$ cat config.mk
export PLATFORM = sky130hd
export DESIGN_NAME = double_ended_queue_unit
export DESIGN_NICKNAME = d
export VERILOG_FILES = /design/src/hdl/deq_pkg.sv /design/src/hdl/deq_ram.sv /design/src/hdl/deq_ctrl.sv /design/src/hdl/deq_dp.sv /design/src/hdl/double_ended_queue_unit.sv
export SDC_FILE = /design/constraint.sdc
export NUM_CORES = 1
export LEC_CHECK = 0
export ABC_AREA = 1
export BUFFER_PORTS_ARGS = -buffer_cell sky130_fd_sc_hd__buf_2
export CAP_MARGIN = 10
export CORE_ASPECT_RATIO = 1.25
export CORE_MARGIN = 2
export CORE_UTILIZATION = 60
export CTS_BUF_LIST = sky130_fd_sc_hd__clkbuf_4 sky130_fd_sc_hd__clkbuf_8 sky130_fd_sc_hd__clkbuf_16
export DETAILED_ROUTE_END_ITERATION = 6
export GPL_ROUTABILITY_DRIVEN = 0
export PLACE_DENSITY = 0.77
export SYNTH_ARGS = -nofsm -noshare
export SYNTH_HDL_FRONTEND = slang
export SYNTH_HIERARCHICAL = 1
export SYNTH_SLANG_ARGS = --single-unit
$ cat constraint.sdc
create_clock -name clk -period 10.6 [get_ports clk]
set_input_delay 0 -clock clk [delete_from_list [all_inputs] [get_ports clk]]
set_output_delay 0 -clock clk [all_outputs]
set_load 0.01 [all_outputs]
$ cat src/hdl/deq_pkg.sv
// Shared types and constants for the double-ended queue unit.
// Used by the controller, the datapath and the top level; no dependencies.
`timescale 1ns / 1ps
`default_nettype none

package deq_pkg;

  // Width of one stored value.
  localparam int unsigned WORD_W = 32;
  // Width of the reported occupancy.
  localparam int unsigned OCC_W  = 5;

  // Request kinds.
  typedef enum logic [1:0] {
    KIND_PUSH_FRONT = 2'd0,
    KIND_PUSH_REAR  = 2'd1,
    KIND_POP_FRONT  = 2'd2,
    KIND_POP_REAR   = 2'd3
  } kind_t;

  // Result status codes.
  typedef enum logic [1:0] {
    STATUS_OK        = 2'd0,
    STATUS_UNDERFLOW = 2'd1,
    STATUS_OVERFLOW  = 2'd2
  } status_t;

  // Controller states.
  typedef enum logic [1:0] {
    ST_IDLE   = 2'd0,
    ST_EXEC   = 2'd1,
    ST_RDWAIT = 2'd2
  } state_t;

  // Commands from the controller to the datapath.
  typedef struct packed {
    logic load_req;    // capture the incoming request
    logic exec;        // execute the captured request
    logic finish_pop;  // read data is valid, deliver the pop result
  } ctrl_cmd_t;

  // Status from the datapath to the controller.
  typedef struct packed {
    logic pop_ok;  // captured request is a pop of a non-empty deque
    logic full;
    logic empty;
  } dp_stat_t;

endpackage : deq_pkg

`default_nettype wire

$ cat src/hdl/deq_ram.sv
// Generic single-write, single-read RAM with a registered read port.
// Standalone; no package dependencies.
`timescale 1ns / 1ps
`default_nettype none

module deq_ram #(
  parameter int unsigned WIDTH = 32,
  parameter int unsigned DEPTH = 16
) (
  input  wire logic                     clk,
  input  wire logic                     wr_en,
  input  wire logic [$clog2(DEPTH)-1:0] wr_addr,
  input  wire logic [WIDTH-1:0]         wr_data,
  input  wire logic                     rd_en,
  input  wire logic [$clog2(DEPTH)-1:0] rd_addr,
  output logic      [WIDTH-1:0]         rd_data
);

  logic [WIDTH-1:0] mem [DEPTH];
  logic [WIDTH-1:0] rd_data_r;

  // Write port.
  always_ff @(posedge clk) begin
    if (wr_en) begin
      mem[wr_addr] <= wr_data;
    end
  end

  // Registered read port.
  always_ff @(posedge clk) begin
    if (rd_en) begin
      rd_data_r <= mem[rd_addr];
    end
  end

  assign rd_data = rd_data_r;

endmodule : deq_ram

`default_nettype wire

$ cat src/hdl/deq_ctrl.sv
// Controller state machine of the double-ended queue unit.
// Depends on deq_pkg for the state, command and status types.
`timescale 1ns / 1ps
`default_nettype none

module deq_ctrl (
  input  wire logic                 clk,
  input  wire logic                 rst_n,
  input  wire logic                 start,
  input  wire deq_pkg::dp_stat_t    stat,
  output deq_pkg::ctrl_cmd_t        cmd,
  output logic                      busy
);

  import deq_pkg::*;

  state_t state_r;
  state_t state_nxt;

  // State register.
  always_ff @(posedge clk) begin
    if (!rst_n) begin
      state_r <= ST_IDLE;
    end else begin
      state_r <= state_nxt;
    end
  end

  // Next-state logic: a successful pop goes through ST_RDWAIT to wait for the read data.
  always_comb begin
    state_nxt = state_r;
    unique case (state_r)
      ST_IDLE: begin
        if (start) begin
          state_nxt = ST_EXEC;
        end
      end
      ST_EXEC: begin
        if (stat.pop_ok) begin
          state_nxt = ST_RDWAIT;
        end else begin
          state_nxt = ST_IDLE;
        end
      end
      ST_RDWAIT: state_nxt = ST_IDLE;
      default:   state_nxt = ST_IDLE;
    endcase
  end

  // Output logic.
  always_comb begin
    cmd  = '0;
    busy = 1'b1;
    unique case (state_r)
      ST_IDLE: begin
        busy         = 1'b0;
        cmd.load_req = start;
      end
      ST_EXEC:   cmd.exec       = 1'b1;
      ST_RDWAIT: cmd.finish_pop = 1'b1;
      default:   busy           = 1'b1;
    endcase
  end

endmodule : deq_ctrl

`default_nettype wire

$ cat src/hdl/deq_dp.sv
// Datapath of the double-ended queue unit: ring pointers, count, store and
// result registers. Depends on deq_pkg and instantiates deq_ram.
`timescale 1ns / 1ps
`default_nettype none

module deq_dp #(
  parameter int unsigned DEPTH = 16
) (
  input  wire logic                              clk,
  input  wire logic                              rst_n,
  input  wire deq_pkg::ctrl_cmd_t                cmd,
  output deq_pkg::dp_stat_t                      stat,
  input  wire logic [1:0]                        in_kind,
  input  wire logic signed [deq_pkg::WORD_W-1:0] in_push_value,
  output logic                                   out_strobe,
  output logic [1:0]                             out_status,
  output logic signed [deq_pkg::WORD_W-1:0]      out_popped_value,
  output logic [deq_pkg::OCC_W-1:0]              out_occupancy
);

  import deq_pkg::*;

  localparam int unsigned AW = $clog2(DEPTH);
  localparam int unsigned CW = $clog2(DEPTH + 1);
  localparam int unsigned SW = CW + 1;

  // Captured request.
  kind_t             kind_r;
  logic [WORD_W-1:0] value_r;

  // Ring state.
  logic [AW-1:0] head_r;
  logic [AW-1:0] head_nxt;
  logic [CW-1:0] count_r;
  logic [CW-1:0] count_nxt;

  // Result registers.
  logic              strobe_r;
  logic              strobe_nxt;
  status_t           status_r;
  status_t           status_nxt;
  logic [WORD_W-1:0] popped_r;
  logic [WORD_W-1:0] popped_nxt;
  logic [OCC_W-1:0]  occ_r;
  logic [OCC_W-1:0]  occ_nxt;

  // Decoded request and ring positions.
  logic          is_push;
  logic          is_front;
  logic          full;
  logic          empty;
  logic          push_ok;
  logic          pop_ok;
  logic [AW-1:0] head_dec;
  logic [AW-1:0] head_inc;
  logic [SW-1:0] tail_sum;
  logic [SW-1:0] rear_sum;
  logic [AW-1:0] tail_pos;
  logic [AW-1:0] rear_pos;

  // RAM ports.
  logic              wr_en;
  logic [AW-1:0]     wr_addr;
  logic              rd_en;
  logic [AW-1:0]     rd_addr;
  logic [WORD_W-1:0] rd_data;

  // Request capture.
  always_ff @(posedge clk) begin
    if (cmd.load_req) begin
      kind_r  <= kind_t'(in_kind);
      value_r <= in_push_value;
    end
  end

  // Request decode.
  assign is_push  = (kind_r == KIND_PUSH_FRONT) || (kind_r == KIND_PUSH_REAR);
  assign is_front = (kind_r == KIND_PUSH_FRONT) || (kind_r == KIND_POP_FRONT);
  assign full     = (count_r == CW'(DEPTH));
  assign empty    = (count_r == '0);
  assign push_ok  = is_push && !full;
  assign pop_ok   = !is_push && !empty;

  assign stat.pop_ok = pop_ok;
  assign stat.full   = full;
  assign stat.empty  = empty;

  // Ring position arithmetic, wrapped with one compare and subtract.
  assign head_dec = (head_r == '0) ? AW'(DEPTH - 1) : head_r - AW'(1);
  assign head_inc = (head_r == AW'(DEPTH - 1)) ? '0 : head_r + AW'(1);
  assign tail_sum = SW'(head_r) + SW'(count_r);
  assign rear_sum = tail_sum - SW'(1);
  assign tail_pos = (tail_sum >= SW'(DEPTH)) ? AW'(tail_sum - SW'(DEPTH)) : AW'(tail_sum);
  assign rear_pos = (rear_sum >= SW'(DEPTH)) ? AW'(rear_sum - SW'(DEPTH)) : AW'(rear_sum);

  // Store access during execution.
  assign wr_en   = cmd.exec && push_ok;
  assign wr_addr = is_front ? head_dec : tail_pos;
  assign rd_en   = cmd.exec && pop_ok;
  assign rd_addr = is_front ? head_r : rear_pos;

  deq_ram #(
    .WIDTH (WORD_W),
    .DEPTH (DEPTH)
  ) u_store (
    .clk     (clk),
    .wr_en   (wr_en),
    .wr_addr (wr_addr),
    .wr_data (value_r),
    .rd_en   (rd_en),
    .rd_addr (rd_addr),
    .rd_data (rd_data)
  );

  // Pointer and count update.
  always_comb begin
    head_nxt  = head_r;
    count_nxt = count_r;
    if (cmd.exec) begin
      if (push_ok) begin
        count_nxt = count_r + CW'(1);
        if (is_front) begin
          head_nxt = head_dec;
        end
      end else if (pop_ok) begin
        count_nxt = count_r - CW'(1);
        if (is_front) begin
          head_nxt = head_inc;
        end
      end
    end
  end

  always_ff @(posedge clk) begin
    if (!rst_n) begin
      head_r  <= '0;
      count_r <= '0;
    end else begin
      head_r  <= head_nxt;
      count_r <= count_nxt;
    end
  end

  // Result formation: pushes and refused requests finish in execution,
  // successful pops finish once the read data has arrived.
  always_comb begin
    strobe_nxt = 1'b0;
    status_nxt = status_r;
    popped_nxt = popped_r;
    occ_nxt    = occ_r;
    priority if (cmd.finish_pop) begin
      strobe_nxt = 1'b1;
      status_nxt = STATUS_OK;
      popped_nxt = rd_data;
      occ_nxt    = OCC_W'(count_r);
    end else if (cmd.exec && !pop_ok) begin
      strobe_nxt = 1'b1;
      popped_nxt = '0;
      occ_nxt    = OCC_W'(count_nxt);
      if (is_push) begin
        status_nxt = full ? STATUS_OVERFLOW : STATUS_OK;
      end else begin
        status_nxt = STATUS_UNDERFLOW;
      end
    end
  end

  always_ff @(posedge clk) begin
    if (!rst_n) begin
      strobe_r <= 1'b0;
    end else begin
      strobe_r <= strobe_nxt;
    end
  end

  always_ff @(posedge clk) begin
    status_r <= status_nxt;
    popped_r <= popped_nxt;
    occ_r    <= occ_nxt;
  end

  assign out_strobe       = strobe_r;
  assign out_status       = status_r;
  assign out_popped_value = popped_r;
  assign out_occupancy    = occ_r;

endmodule : deq_dp

`default_nettype wire

$ cat src/hdl/double_ended_queue_unit.sv
// Double-ended queue of signed 32-bit values in a ring store of DEPTH entries.
// A push or a refused request strobes its result at the end of execution; a successful
// pop strobes it after ST_RDWAIT, which waits for the registered store read.
// The unit is busy while a request is in flight and takes a new one only when idle.
// Reset clears the head pointer and count (deque empty); the store is not cleared.
// Depends on deq_pkg, deq_ctrl, deq_dp and deq_ram.
`timescale 1ns / 1ps
`default_nettype none

module double_ended_queue_unit #(
  parameter int unsigned DEPTH = 16
) (
  input  wire logic                              clk,
  input  wire logic                              rst_n,
  input  wire logic                              start,
  output logic                                   busy,
  input  wire logic [1:0]                        in_kind,
  input  wire logic signed [deq_pkg::WORD_W-1:0] in_push_value,
  output logic                                   out_strobe,
  output logic [1:0]                             out_status,
  output logic signed [deq_pkg::WORD_W-1:0]      out_popped_value,
  output logic [deq_pkg::OCC_W-1:0]              out_occupancy
);

  import deq_pkg::*;

  ctrl_cmd_t cmd;
  dp_stat_t  stat;

  // Controller.
  deq_ctrl u_ctrl (
    .clk   (clk),
    .rst_n (rst_n),
    .start (start),
    .stat  (stat),
    .cmd   (cmd),
    .busy  (busy)
  );

  // Datapath.
  deq_dp #(
    .DEPTH (DEPTH)
  ) u_dp (
    .clk              (clk),
    .rst_n            (rst_n),
    .cmd              (cmd),
    .stat             (stat),
    .in_kind          (in_kind),
    .in_push_value    (in_push_value),
    .out_strobe       (out_strobe),
    .out_status       (out_status),
    .out_popped_value (out_popped_value),
    .out_occupancy    (out_occupancy)
  );

  // An accepted request makes the unit busy in the next cycle.
  a_accept_busy: assert property (@(posedge clk) disable iff (!rst_n)
    (start && !busy) |=> busy)
    else $error("accepted request did not make the unit busy");

  // A result only follows a cycle in which the unit was working.
  a_strobe_after_busy: assert property (@(posedge clk) disable iff (!rst_n)
    out_strobe |-> $past(busy))
    else $error("result strobe without a request in flight");

  // An overflow is reported only while the deque is full.
  a_overflow_full: assert property (@(posedge clk) disable iff (!rst_n)
    (out_strobe && (out_status == STATUS_OVERFLOW)) |-> stat.full)
    else $error("overflow reported on a deque that is not full");

  // An underflow is reported only while the deque is empty.
  a_underflow_empty: assert property (@(posedge clk) disable iff (!rst_n)
    (out_strobe && (out_status == STATUS_UNDERFLOW)) |-> stat.empty)
    else $error("underflow reported on a deque that is not empty");

endmodule : double_ended_queue_unit

`default_nettype wire

==> results.cfg, run 1 <==
[logic_synthesis]
syn_inst = 2469
syn_area_um2 = 26800
synth_fp_nets = 2516
yosys_warnings = 6
synth.avg_cell_area_um2 = 10.8

[cts]
cts.htree.levels = 2
ctsHoldBuffers = 37
cts_resized = 0
clkSinkCount = 629
clockBufferDepth = 3
cts_setup_buffers = 0
cts_tree = yes
cts_made_buffers = 59
insertion_delay_ns = 0.61
clk_pin_slew_ns = 0.07
root_buffer = clkbuf_16

[sta]
rsz0062_at_grt = no
finClkSkew_ns = 0.0122
hold_viol = 0
tightest_slew_ns = 1.24
fin_setup_tns_ns = 0
report.final.slew_viol_count = 0
fin_ws_ns = 6.47
hold_ws_ns = 0.101
fin_crit_sh_pct = 39.0
clock.fmax_mhz = 242
setup_violations = 0
period_needed_ns = 4.13
max-slew-margin-rel_pct = 17.1

[critical_path]
crit_arrival_ns = 4.49
required_ns = 10.96
critPathCaptureType = flop
crit_fanout = 81
cp-start-kind = flop
crit_type = reg2reg

[finish]
drive_gt1_share_pct = 9.64
insertedDiodeCount = 0
fin_area_um2 = 29900
nets = 2606
fillCellCount = 3038
area_growth_pct = 11.8

[detailed_routing]
first_iter_violations = 1933
wire_per_inst_um = 19.5
viasPerCell = 5.55
postRouteAntennaNets = 0
vias = 17600
drc = 3
routed_wl_um = 62000
drt-pass1-iter-count = 7

[grt]
grt_max_degree = 103
grt_pass1_wl_um = 94100
grt_use_total_pct = 27.3
antenna_found_initial = 0
grt_pass1_vias = 17100
grt_overflow_total = 0

[power]
p_sw_w = 0.00135
leakage_nw = 12.8
ir_worst_vdd_v = 0.000141
cellInternalPower_w = 0.00430
power_frac_comb_pct = 10.6
power.density_nw_per_um2 = 189
power_frac_seq_pct = 50.0
pwr-share-clk_pct = 39.4
swShare_pct = 23.8
total_power_w = 0.00565

[floorplanning]
num_rows = 86
dieArea_um2 = 46300
initial_core_util_pct = 60.7
core_area_um2 = 44100
pin_count = 78
die_w_um = 193
die_h_um = 240

[place]
io_buffers = 77
detailed_place.area_um2 = 27500
dp_hpwl_um = 30400
dp_slack_ns = 6.58

[run]
max-cap-violations = 0

[hold_path]
worst_hold_path_type = in2reg

[outcome]
violations = DRC
outcome = finished, violations left
critical path, stage by stage (launching register included):
cell,delay [ns]
dfxtp_1,0.45
ha_1,0.20
inv_1,0.05
fa_1,0.48
ha_1,0.35
o21ai_4,0.14
buf_4,0.64
inv_4,0.42
buf_4,0.54
nand3_1,0.23
nand3_1,0.12
nand3_1,0.15
nand2_1,0.06
placed cells by master, fill, tap and decap left out, types with 11 or more instances in the layout:
cell and count:
nand2_1 781, edfxtp_1 615, inv_1 441, nand3_1 399, buf_2 77, clkbuf_16 61
dlygate4sd3_1 37, buf_4 30, nor2_4 17, nor2_1 16, dfxtp_1 14, bufinv_16 11
a21oi_1 11
power by group through the flow:
| stage | Sequential, W | Combinational [W] | Clock, W |
|---|---|---|---|
| CTS | 0.00282 | 0.000589 | 0.00226 |
| global placement | 0.00287 | 0.000554 | 0 |
| finish | 0.00282 | 0.000598 | 0.00223 |
| floorplan | 0.00287 | 0.000433 | 0 |
| global route | 0.00283 | 0.000653 | 0.00234 |
| detailed placement | 0.00288 | 0.000572 | 0 |
per-stage QoR:
| stage | utilization, % | cells |
|---|---|---|
| after global routing | 67.8 | 3177 |
| after detailed placement | 62.3 | 3033 |
| after floorplan | - | 2469 |
| final | 67.8 | 3177 |
| after CTS | 67.8 | 3177 |
| after global placement | 62.3 | 3033 |
sequential cells by signal, indices dropped and copies added (netlist names):
signal                 flops
u_dp/u_store/mem         512
u_dp/out_popped_value     32
u_dp/u_store/rd_data      32
u_dp/value_r              32
u_dp/count_r               5
u_dp/out_occupancy         5
u_dp/head_r                4
u_ctrl/state_r             2
u_dp/kind_r                2
u_dp/out_status            2
u_dp/out_strobe            1
routing by layer:
metal | track usage, % | vias to the layer above | wire length, um
met5 | 0 | - | 0
met4 | 12.4 | 0 | 2550
met3 | 5.21 | 210 | 6450
met2 | 44.1 | 992 | 29600
met1 | 36.0 | 8271 | 23400
li1 | - | 8156 | -
cell type report:
| cell class | instances | area (um2) | area share (%) |
|---|---|---|---|
| Clock inverter | 36 | 463 | 1.55 |
| Inverter | 450 | 1700 | 5.68 |
| Tap cell | 572 | 716 | 2.39 |
| Timing Repair Buffer | 144 | 981 | 3.28 |
| Clock buffer | 71 | 1600 | 5.35 |
| Multi-Input combinational cell | 1275 | 5720 | 19.1 |
| Sequential cell | 629 | 18700 | 62.6 |
final timing paths:
check / cells past startpoint / from / slack, ns / end
worst max-delay path: 12 / u_dp/head_r[0]$_SDFFE_PN0P_ / 6.47 / u_dp/u_store/rd_data[29]$_DFFE_PP_
worst min-delay path: 2 / in_push_value[10] / 0.10 / u_dp/value_r[10]$_DFFE_PP_
worst max register to register: 12 / u_dp/head_r[0]$_SDFFE_PN0P_ / 6.47 / u_dp/u_store/rd_data[29]$_DFFE_PP_
worst min register to register: 2 / u_dp/out_status[1]$_SDFFE_PP0P_ / 0.48 / u_dp/out_status[1]$_SDFFE_PP0P_
Note: power is estimated with default switching activity, not from simulation.
==> run 2: changes to the inputs <==
--- a/config.mk
+++ b/config.mk
@@ -5,16 +5,16 @@
 export SDC_FILE = /design/constraint.sdc
 export NUM_CORES = 1
 export LEC_CHECK = 0
-export ABC_AREA = 1
+export ABC_AREA = 0
 export BUFFER_PORTS_ARGS = -buffer_cell sky130_fd_sc_hd__buf_2
 export CAP_MARGIN = 10
 export CORE_ASPECT_RATIO = 1.25
 export CORE_MARGIN = 2
-export CORE_UTILIZATION = 60
+export CORE_UTILIZATION = 55
 export CTS_BUF_LIST = sky130_fd_sc_hd__clkbuf_4 sky130_fd_sc_hd__clkbuf_8 sky130_fd_sc_hd__clkbuf_16
 export DETAILED_ROUTE_END_ITERATION = 6
 export GPL_ROUTABILITY_DRIVEN = 0
-export PLACE_DENSITY = 0.77
+export PLACE_DENSITY = 0.75
 export SYNTH_ARGS = -nofsm -noshare
 export SYNTH_HDL_FRONTEND = slang
 export SYNTH_HIERARCHICAL = 1
==> constraint.sdc (replaced) <==
create_clock -name clk -period 3.7 [get_ports clk]
set_input_delay 0 -clock clk [delete_from_list [all_inputs] [get_ports clk]]
set_output_delay 0 -clock clk [all_outputs]
set_load 0.01 [all_outputs]
==> run 2 against run 1 <==
Compared with the run above:
- the run now ends clean
- wire length is 20% lower
- synthesized area is 11% lower
- hold slack better by 0.016 ns
- core utilization is 3.1 points lower
- via count is 35% lower
- sequential share of layout area is 4.9 points higher
- synthesized cell count is 55% lower
- non-clock buffer count is 25 higher
- clock-buffer cell count is 7 lower
- clock skew hardly changed
- setup slack worse by 6.2 ns
- sequential cell count stayed put
- critical path type unchanged
- largest cell class unchanged
==> results.cfg, run 2 <==
[sta]
finClkSkew_ns = 0.0125
hold_viol = 0
max-slew-margin-rel_pct = 19.6
setup_violations = 0
report.final.slew_viol_count = 0
fin_crit_sh_pct = 93.3
period_needed_ns = 3.45
tightest_slew_ns = 1.20
fin_ws_ns = 0.247
clock.fmax_mhz = 290

[critical_path]
crit_arrival_ns = 3.90
crit_fanout = 15
crit_path_max_incr_delay_ns = 0.98
rrSetupSlack_ns = 0.25
critPathCaptureType = flop
cp_common_cell = inv_1
timing.rr.start = u_dp/count_r[0]$_SDFF_PN0_
required_ns = 4.15
worst_r2r_endpoint = u_dp/u_store/rd_data[29]$_DFFE_PP_
reg2reg_depth = 10
crit_path_top_delay_cell = nor2b_2
crit_type = reg2reg
cp-start-kind = flop
path_cells = ha_1, inv_1, fa_1, inv_1, o31a_1, mux2i_1, xnor2_2, nor2b_2, a22oi_1, nand2_1

[cts]
clk_pin_slew_ns = 0.06
cts_made_buffers = 57
clkSinkCount = 629
clockBufferDepth = 3
cts_tree = yes
insertion_delay_ns = 0.59
cts.htree.levels = 2
root_buffer = clkbuf_16

[floorplanning]
die_w_um = 190
core_area_um2 = 42900
num_rows = 85
dieArea_um2 = 45000
initial_core_util_pct = 55.5
pin_count = 78
die_h_um = 237

[hold_path]
hold_end = u_dp/value_r[20]$_DFFE_PP_
worst_hold_path_type = in2reg
hold_depth = 2
worstHoldStart = in_push_value[20]

[detailed_routing]
first_iter_violations = 1250
viasPerCell = 6.02
drt-pass1-iter-count = 5
postRouteAntennaNets = 0
vias = 11400
drc = 0
wire_per_inst_um = 26.3
routed_wl_um = 49700

[grt]
grt_use_total_pct = 22.6
antenna_found_initial = 0
grt_overflow_total = 0
grt_pass1_wl_um = 74200
grt_max_degree = 59
grt_pass1_vias = 12000

[finish]
mostFrequentLayoutCells = edfxtp_1 (615), mux4_2 (128), buf_2 (77)
area_growth_pct = 16.6
fin_area_um2 = 27800
final_common_cell = edfxtp_1
largest_register = u_dp/u_store/mem
insertedDiodeCount = 0
largest_reg_flops = 512
drive_gt1_share_pct = 30.3
nets = 1324

[logic_synthesis]
synth.avg_cell_area_um2 = 21.5
synth_fp_nets = 1154
syn_area_um2 = 23800
syn_inst = 1107
yosys_warnings = 6

[power]
leakage_nw = 9.05
power.density_nw_per_um2 = 559
total_power_w = 0.0155
ir_worst_vdd_v = 0.000357

[place]
dp_hpwl_um = 26600
detailed_place.area_um2 = 25400
io_buffers = 77
dp_slack_ns = 0.291

[outcome]
outcome = complete, no violations

[run]
max-cap-violations = 0
-- run 2: worst max path at each step --
stage                           startpoint                                  to  depth (start not counted)
2_1_floorplan  u_dp/head_r[0]$_SDFFE_PN0P_    u_dp/u_store/mem[1][0]$_DFFE_PP_                          6
3_3_place_gp    u_dp/count_r[0]$_SDFF_PN0_  u_dp/u_store/rd_data[16]$_DFFE_PP_                         11
3_5_place_dp    u_dp/count_r[0]$_SDFF_PN0_  u_dp/u_store/rd_data[18]$_DFFE_PP_                         11
4_1_cts         u_dp/count_r[0]$_SDFF_PN0_  u_dp/u_store/rd_data[16]$_DFFE_PP_                         11
5_1_grt         u_dp/count_r[0]$_SDFF_PN0_   u_dp/u_store/rd_data[2]$_DFFE_PP_                         10
6_report        u_dp/count_r[0]$_SDFF_PN0_  u_dp/u_store/rd_data[29]$_DFFE_PP_                         10
-- run 2: stage by stage --
step	hold slack (ns)	util (%)	instances	setup TNS [ns]
finish	0.117	64.8	1890	0
global route	0.106	64.8	1890	-0.00844
CTS	0.0855	64.7	1889	0
detailed placement	0.178	59.2	1746	0
global placement	0.176	59.2	1746	0
floorplan	0.0989	-	1107	-4.87
-- run 2: where the power goes --
group | switching [W] | total, W | internal (W)
Clock | 0.00255 | 0.00614 | 0.00359
Sequential | 0.000115 | 0.00809 | 0.00798
Combinational | 0.000717 | 0.00130 | 0.000584
Total | 0.00338 | 0.0155 | 0.0121
-- run 2: routing by layer --
metal / global-route usage, % / part of all wire [%] / vias to the layer above / routed length [um]
met5: 0 / 0 / - / 0
met4: 7.40 / 3.0 / 0 / 1490
met3: 2.86 / 6.0 / 92 / 2960
met2: 39.2 / 53 / 428 / 26200
met1: 29.9 / 38 / 5951 / 19000
li1: - / - / 4904 / -
-- run 2: critical path: cells and delay by family (launching register included) --
family / cells / cell delay [ns]
simple gates: 2 / 1.10
fa+ha+maj: 2 / 0.74
compound gates: 2 / 0.46
flops: 1 / 0.40
mux: 1 / 0.24
xor+xnor: 1 / 0.23
buf+inv: 2 / 0.13
-- run 2: area by class of cell --
type / instances / area [um2]
Clock inverter: 43 / 473
Tap cell: 565 / 707
Inverter: 12 / 45.0
Multi-Input combinational cell: 408 / 4920
Timing Repair Buffer: 169 / 1350
Sequential cell: 629 / 18700
Fill cell: 2697 / 15100
Clock buffer: 64 / 1510
-- run 2: what timing repair did --
action | CTS | global route
endpoints found under the setup margin | 0 | 2
resized for setup | 0 | 2
buffers inserted | 0 | 0
hold buffers | 36 | 0
hold endpoints to repair | 46 | 0
